### src/nca_pkg.sv
package nca_pkg;

   // Default build values
   localparam int unsigned MAX_CENTERS_DEF = 256;
   localparam int unsigned DIMENSIONS_DEF  = 2;

   // Field widths
   localparam int unsigned COORD_W = 16;
   localparam int unsigned INDEX_W = 8;
   localparam int unsigned COUNT_W = 9;
   localparam int unsigned SQ_W    = 32;
   localparam int unsigned DIST_W  = 33;

   // Searchable table depth: only slots 0..255 are addressable by a load
   localparam int unsigned SLOT_LIMIT = 256;

   typedef logic signed [COORD_W-1:0] coord_type;
   typedef logic [INDEX_W-1:0]        index_type;
   typedef logic [COUNT_W-1:0]        count_type;
   typedef logic [DIST_W-1:0]         dist_type;

   // Function codes of an input item
   typedef enum logic {
      FUNC_LOAD     = 1'b0,
      FUNC_CLASSIFY = 1'b1
   } func_type;

   // Controller to datapath
   typedef struct packed {
      logic load;     // write the item's center into the table
      logic start;    // latch the point and rewind the scan address
      logic issue;    // read the next table entry into the pipeline
      logic publish;  // move the best match into the result register
   } cmd_type;

   // Datapath to controller
   typedef struct packed {
      logic addr_last;  // the scan address is the last center to search
      logic busy;       // distance pipeline still holds entries
      logic rsp_free;   // result register can take a new result this cycle
   } status_type;

endpackage

### src/nca_ctrl.sv
module nca_ctrl (
   input  logic                clock,
   input  logic                reset,
   input  logic                req_valid,
   input  logic                req_func,
   output logic                req_ready,
   input  nca_pkg::status_type status,
   output nca_pkg::cmd_type    cmd
);
   import nca_pkg::*;

   typedef enum logic [1:0] {
      ST_IDLE,
      ST_SCAN,
      ST_DRAIN,
      ST_PUBLISH
   } state_type;

   state_type state_ff, state_in;
   logic      accept;

   // Take items only between classifications
   assign req_ready = (state_ff == ST_IDLE);
   assign accept    = req_valid && req_ready;

   // Next state and commands
   always_comb begin
      state_in = state_ff;
      cmd      = '0;
      case (state_ff)
         ST_IDLE: begin
            if (accept) begin
               if (func_type'(req_func) == FUNC_CLASSIFY) begin
                  cmd.start = 1'b1;
                  state_in  = ST_SCAN;
               end else begin
                  cmd.load = 1'b1;
               end
            end
         end
         ST_SCAN: begin
            cmd.issue = 1'b1;
            if (status.addr_last) begin
               state_in = ST_DRAIN;
            end
         end
         ST_DRAIN: begin
            if (!status.busy) begin
               state_in = ST_PUBLISH;
            end
         end
         ST_PUBLISH: begin
            if (status.rsp_free) begin
               cmd.publish = 1'b1;
               state_in    = ST_IDLE;
            end
         end
         default: begin
            state_in = ST_IDLE;
         end
      endcase
   end

   // Hold state
   always_ff @(posedge clock) begin
      if (reset) begin
         state_ff <= ST_IDLE;
      end else begin
         state_ff <= state_in;
      end
   end

endmodule

### config.mk
export PLATFORM = sky130hd
export DESIGN_NAME = nca_ctrl
export DESIGN_NICKNAME = d
export VERILOG_FILES = /design/src/nca_pkg.sv /design/src/nca_ctrl.sv
export SDC_FILE = /design/constraint.sdc
export NUM_CORES = 1
export LEC_CHECK = 0
export ABC_CLOCK_PERIOD_IN_PS = 1700
export BUFFER_PORTS_ARGS = -buffer_cell sky130_fd_sc_hd__buf_2
export CORE_AREA = 3 3 40 42
export DETAILED_ROUTE_END_ITERATION = 7
export DIE_AREA = 0 0 43 45
export GPL_TIMING_DRIVEN = 1
export PLACE_DENSITY = 0.33
export SKIP_LAST_GASP = 1
export SLEW_MARGIN = 15
export SYNTH_ARGS = -nofsm -noshare
export SYNTH_HDL_FRONTEND = slang
export SYNTH_SLANG_ARGS = --single-unit
### constraint.sdc
create_clock -name clock -period 1.7 [get_ports clock]
set_clock_uncertainty 0.2 [all_clocks]
set_input_delay 0.085 -clock clock [delete_from_list [all_inputs] [get_ports clock]]
set_output_delay 0.085 -clock clock [all_outputs]
set_load 0.02 [all_outputs]
# Word-level counts from Yosys, hierarchy flattened
# Cells that the tools add are included.
# W data, S select, Z words.
[word_totals]
input_bits = 7
register_bits = 2
[classes]
n_reduce_logical = 3
eq_ne = 8
muxes = 13
[op_table]
columns = ["cell", "count"]
rows = [
  ["$mux W2", 7],
  ["$ne A2 B2 Y1 const B", 4],
  ["$pmux W2 S4", 1],
  ["$mux W1", 5],
  ["$reduce_and A5 Y1", 1],
  ["$eq A2 B2 Y1 const B", 2],
  ["$eq A2 B1 Y1 const B", 1],
  ["$logic_not A2 Y1", 1],
  ["$ne A2 B1 Y1 const B", 1],
  ["$logic_and A1 B1 Y1", 1],
]

# Longest topological paths before layout
[logic_depth]
depth_word = 4
depth_mapped = 5
depth_no_buf = 5

# Worst setup path before layout
# Ideal clock, no wire load.
[synth_timing]
path_kind = "flip-flop to flip-flop"
start = "register state_ff[1]"
end = "register state_ff[1]"
path_buffers = 0
t_required_ps = 1428
period_less_slack_ps = 1636
setup_slack_ps = 64
path_stages_with_launch = 6
t_arrival_ps = 1365
path_cell_list = "dfxtp_1 inv_1 ha_1 nor2b_4 a2111oi_4 mux2i_1"
[synth_via]
elab_chain_cells = 4
[synth_lines]
columns = ["item", "line_no", "rtl"]
rows = [
  ["from (decl)", "nca_ctrl.sv:19", "state_type state_ff, state_in;"],
  ["from (signal assigned)", "nca_ctrl.sv:69", "state_ff <= state_in;"],
  ["$logic_not A2 Y1", "nca_ctrl.sv:23, nca_ctrl.sv:30", ""],
  ["$logic_and A1 B1 Y1", "nca_ctrl.sv:24", "assign accept = req_valid && req_ready;"],
  ["$ne A2 B1 Y1 (no line)", "-", ""],
  ["$reduce_and A5 Y1 (no line)", "-", ""],
]
# Parallel ways exist; a longest one is shown, timed or not.
# A chain may end at the register's enable or synchronous reset.

# Worst setup path in the final report
[layout_timing]
start = "register state_ff[0]"
end = "register state_ff[1]"
# The elaborated chain is that of the path after synthesis.

==> results.ini <==
[run_status]
status = finished, final reports clean

[floorplan]
initial_utilization_pct = 16.6
ios = 12
die_area_sq_um = 1940
core_area_sq_um = 1280
num_rows = 13
dieHeight_um = 45
die_w_um = 43

[drt]
ant_nets = 0
first_pass_iters = 1
viasPerCell = 3.85
wl_um = 450
vias = 204
wl_per_cell_um = 8.49
drc = 0
drtIter0Drc = 0

[sta]
rsz0062_at_grt = no
setup_viol = 0
hold_viol_final = 0
hold_slack_ns = 0.122
fmax_mhz = 622
tns_ns = 0
slew_violations = 0
min_period_over_period_pct = 94.5
worst_pin_slew_ns = 0.299
period_minus_slack_ns = 1.61
relSlewSlack_pct = 80.1

[global_routing]
grt_pass1_wl_um = 717
grt_use_total_pct = 5.49
antenna_found_initial = 0
first_global_vias = 191
grt_max_degree = 6
overflow = 0

[setup_path]
rr_endpoint = state_ff[1]
path_class = reg -> reg
crit_path_start_kind = register
crit_family = compound AO/OA/AOI/OAI gates
worstSetupPathDepth = 5
cp_num_buf_inv = 1
cp_slowest_cell = a2111oi_4
max_stage_delay_ns = 0.37
r2r_setup_slack_ns = 0.09
crit_fanout = 5
crit_arrival_ns = 1.55
crit_chain = inv_1 -> ha_4 -> a21boi_1 -> a2111oi_4 -> mux2i_1
ff2ff_path_depth = 5
worstSetupEndpointType = register
r2r-start = state_ff[0]
cp.required_ns = 1.65

[pwr]
peakVddDrop_v = 0.000364
intPower_mw = 0.313
cellLeakagePower_nw = 0.173
clkPwrFrac_pct = 19.6
p_sw_mw = 0.215
p_seq_share_pct = 17.7
powerDensity_nw_per_um2 = 1530
p_comb_share_pct = 62.7
p_sw_share_pct = 40.7

[placed_design]
gp_congestion = 0.605
hpwl_um = 366
port_buffers = 11

[yosys]
avgSynthCellArea_sq_um = 9.67
syn_area_sq_um = 213
netlist_instances = 22
synth.distinct_cells = 14
syn_nets = 33
seq_area_frac_synth_pct = 18.8
ys.warnings.count = 0
synth-seq-cells = 2

[layout]
regMostFlops = state_ff
area_delta_synth_final_pct = 61.8
drive_above_1_share_pct = 52.6
largest_reg_flops = 2
diodes = 0
reg_top3 = state_ff: 2 flops
layout.nets = 51

[clock_network]
htreeDepth = 1
cts_root_buf = clkbuf_4
cts_sinks = 2
cts_tree = done
clk_path_buf_depth = 2
cts.clk_slew.worst_paths_ns = 0.03
postCtsSetupRepairBufs = 0
numCtsBuffers = 3
clock_latency_ns = 0.22

[min_path]
hp-class = in -> reg
hold_end = state_ff[1]
hold_depth = 4
min_from = status[2]

[job]
cap_violations = 0

power groups by stage:
stage               Sequential, mW  Clock [mW]  Combinational (mW)
finish                      0.0936       0.103               0.331
global route                0.0957       0.114               0.372
CTS                         0.0878       0.110               0.297
detailed placement          0.0884           0               0.294
global placement            0.0899           0               0.293
floorplan                   0.0835           0               0.233
layout by cell type, fill, tap and decap left out, drive strengths merged:
master       count
nand2            3
nor2b            2
clkbuf           3
ha               4
and2             1
inv              3
nor2             1
dlygate4sd3      2
o21ba            1
a21boi           1
and3             1
buf             11
o41ai            1
dfxtp            2
mux2i            1
a2111oi          1
stage by stage:
step	instances	area [sq um]	util, %	total power, mW	setup WS [ns]
3_5_place_dp	48	287	22.3	0.382	0.0800
4_1_cts	53	329	25.6	0.495	0.0734
3_3_place_gp	48	287	22.3	0.383	0.101
6_report	53	344	26.8	0.528	0.0927
5_1_grt	53	344	26.8	0.582	0.00804
2_1_floorplan	22	213	-	0.317	0.0638
synth_stat cells:
master / count / share of area, %
dfxtp_1: 2 / 19
inv_1: 3 / 5.3
nor2b_4: 1 / 6.5
mux2i_1: 1 / 4.7
nand2_1: 3 / 5.3
nor2_1: 1 / 1.8
a21boi_1: 1 / 3.5
o21ba_1: 1 / 4.7
o41ai_1: 1 / 4.1
nor2b_1: 1 / 2.9
a2111oi_4: 1 / 13
and2_1: 1 / 2.9
and3_1: 1 / 2.9
ha_1: 4 / 24
worst max-delay path by stage:
stage,from,to,slack [ns]
3_3_place_gp,state_ff[0],state_ff[1],0.10
4_1_cts,state_ff[1],state_ff[1],0.07
6_report,state_ff[0],state_ff[1],0.09
2_1_floorplan,state_ff[1],state_ff[1],0.06
3_5_place_dp,state_ff[1],state_ff[1],0.08
5_1_grt,state_ff[0],state_ff[1],0.008
metal layers:
layer	GRT usage [%]	wire, um	vias up
met5	0	0	-
met2	8.08	222	7
met4	9.04	28	0
met1	5.04	169	86
met3	1.20	29	4
li1	-	-	107
final cells by class:
| cell class | instances | area [sq um] |
|---|---|---|
| clock buffers | 3 | 22.5 |
| well taps | 15 | 18.8 |
| inverters | 3 | 11.3 |
| repair buffers | 13 | 75.1 |
| fillers | 146 | 941 |
| flip-flops and latches | 2 | 42.5 |
| multi-input cells | 17 | 174 |
worst reg2reg max path: cells and delay by family, from the launching register on:
family	cells	cell delay [ns]
AO/OA/AOI/OAI	2	0.52
adder cells (fa/ha/maj)	1	0.18
buffers and inverters	1	0.09
flip-flops	1	0.34
multiplexers	1	0.21
repair_timing:
action                                  CTS  global route
endpoints found under the setup margin    0             1
hold endpoints to repair                  1             0
resized for setup                         0             5
hold buffers                              2             0
cell families (layout without fill, tap and decap cells):
group / Yosys count / count (layout) / share of synthesized area [%]
mux: 1 / 1 / 4.71
simple gates: 8 / 8 / 22.4
fa+ha+maj: 4 / 4 / 23.5
flops: 2 / 2 / 18.8
compound gates: 4 / 4 / 25.3
buf+inv: 3 / 19 / 5.29
Note: power is estimated with default switching activity, not from simulation.
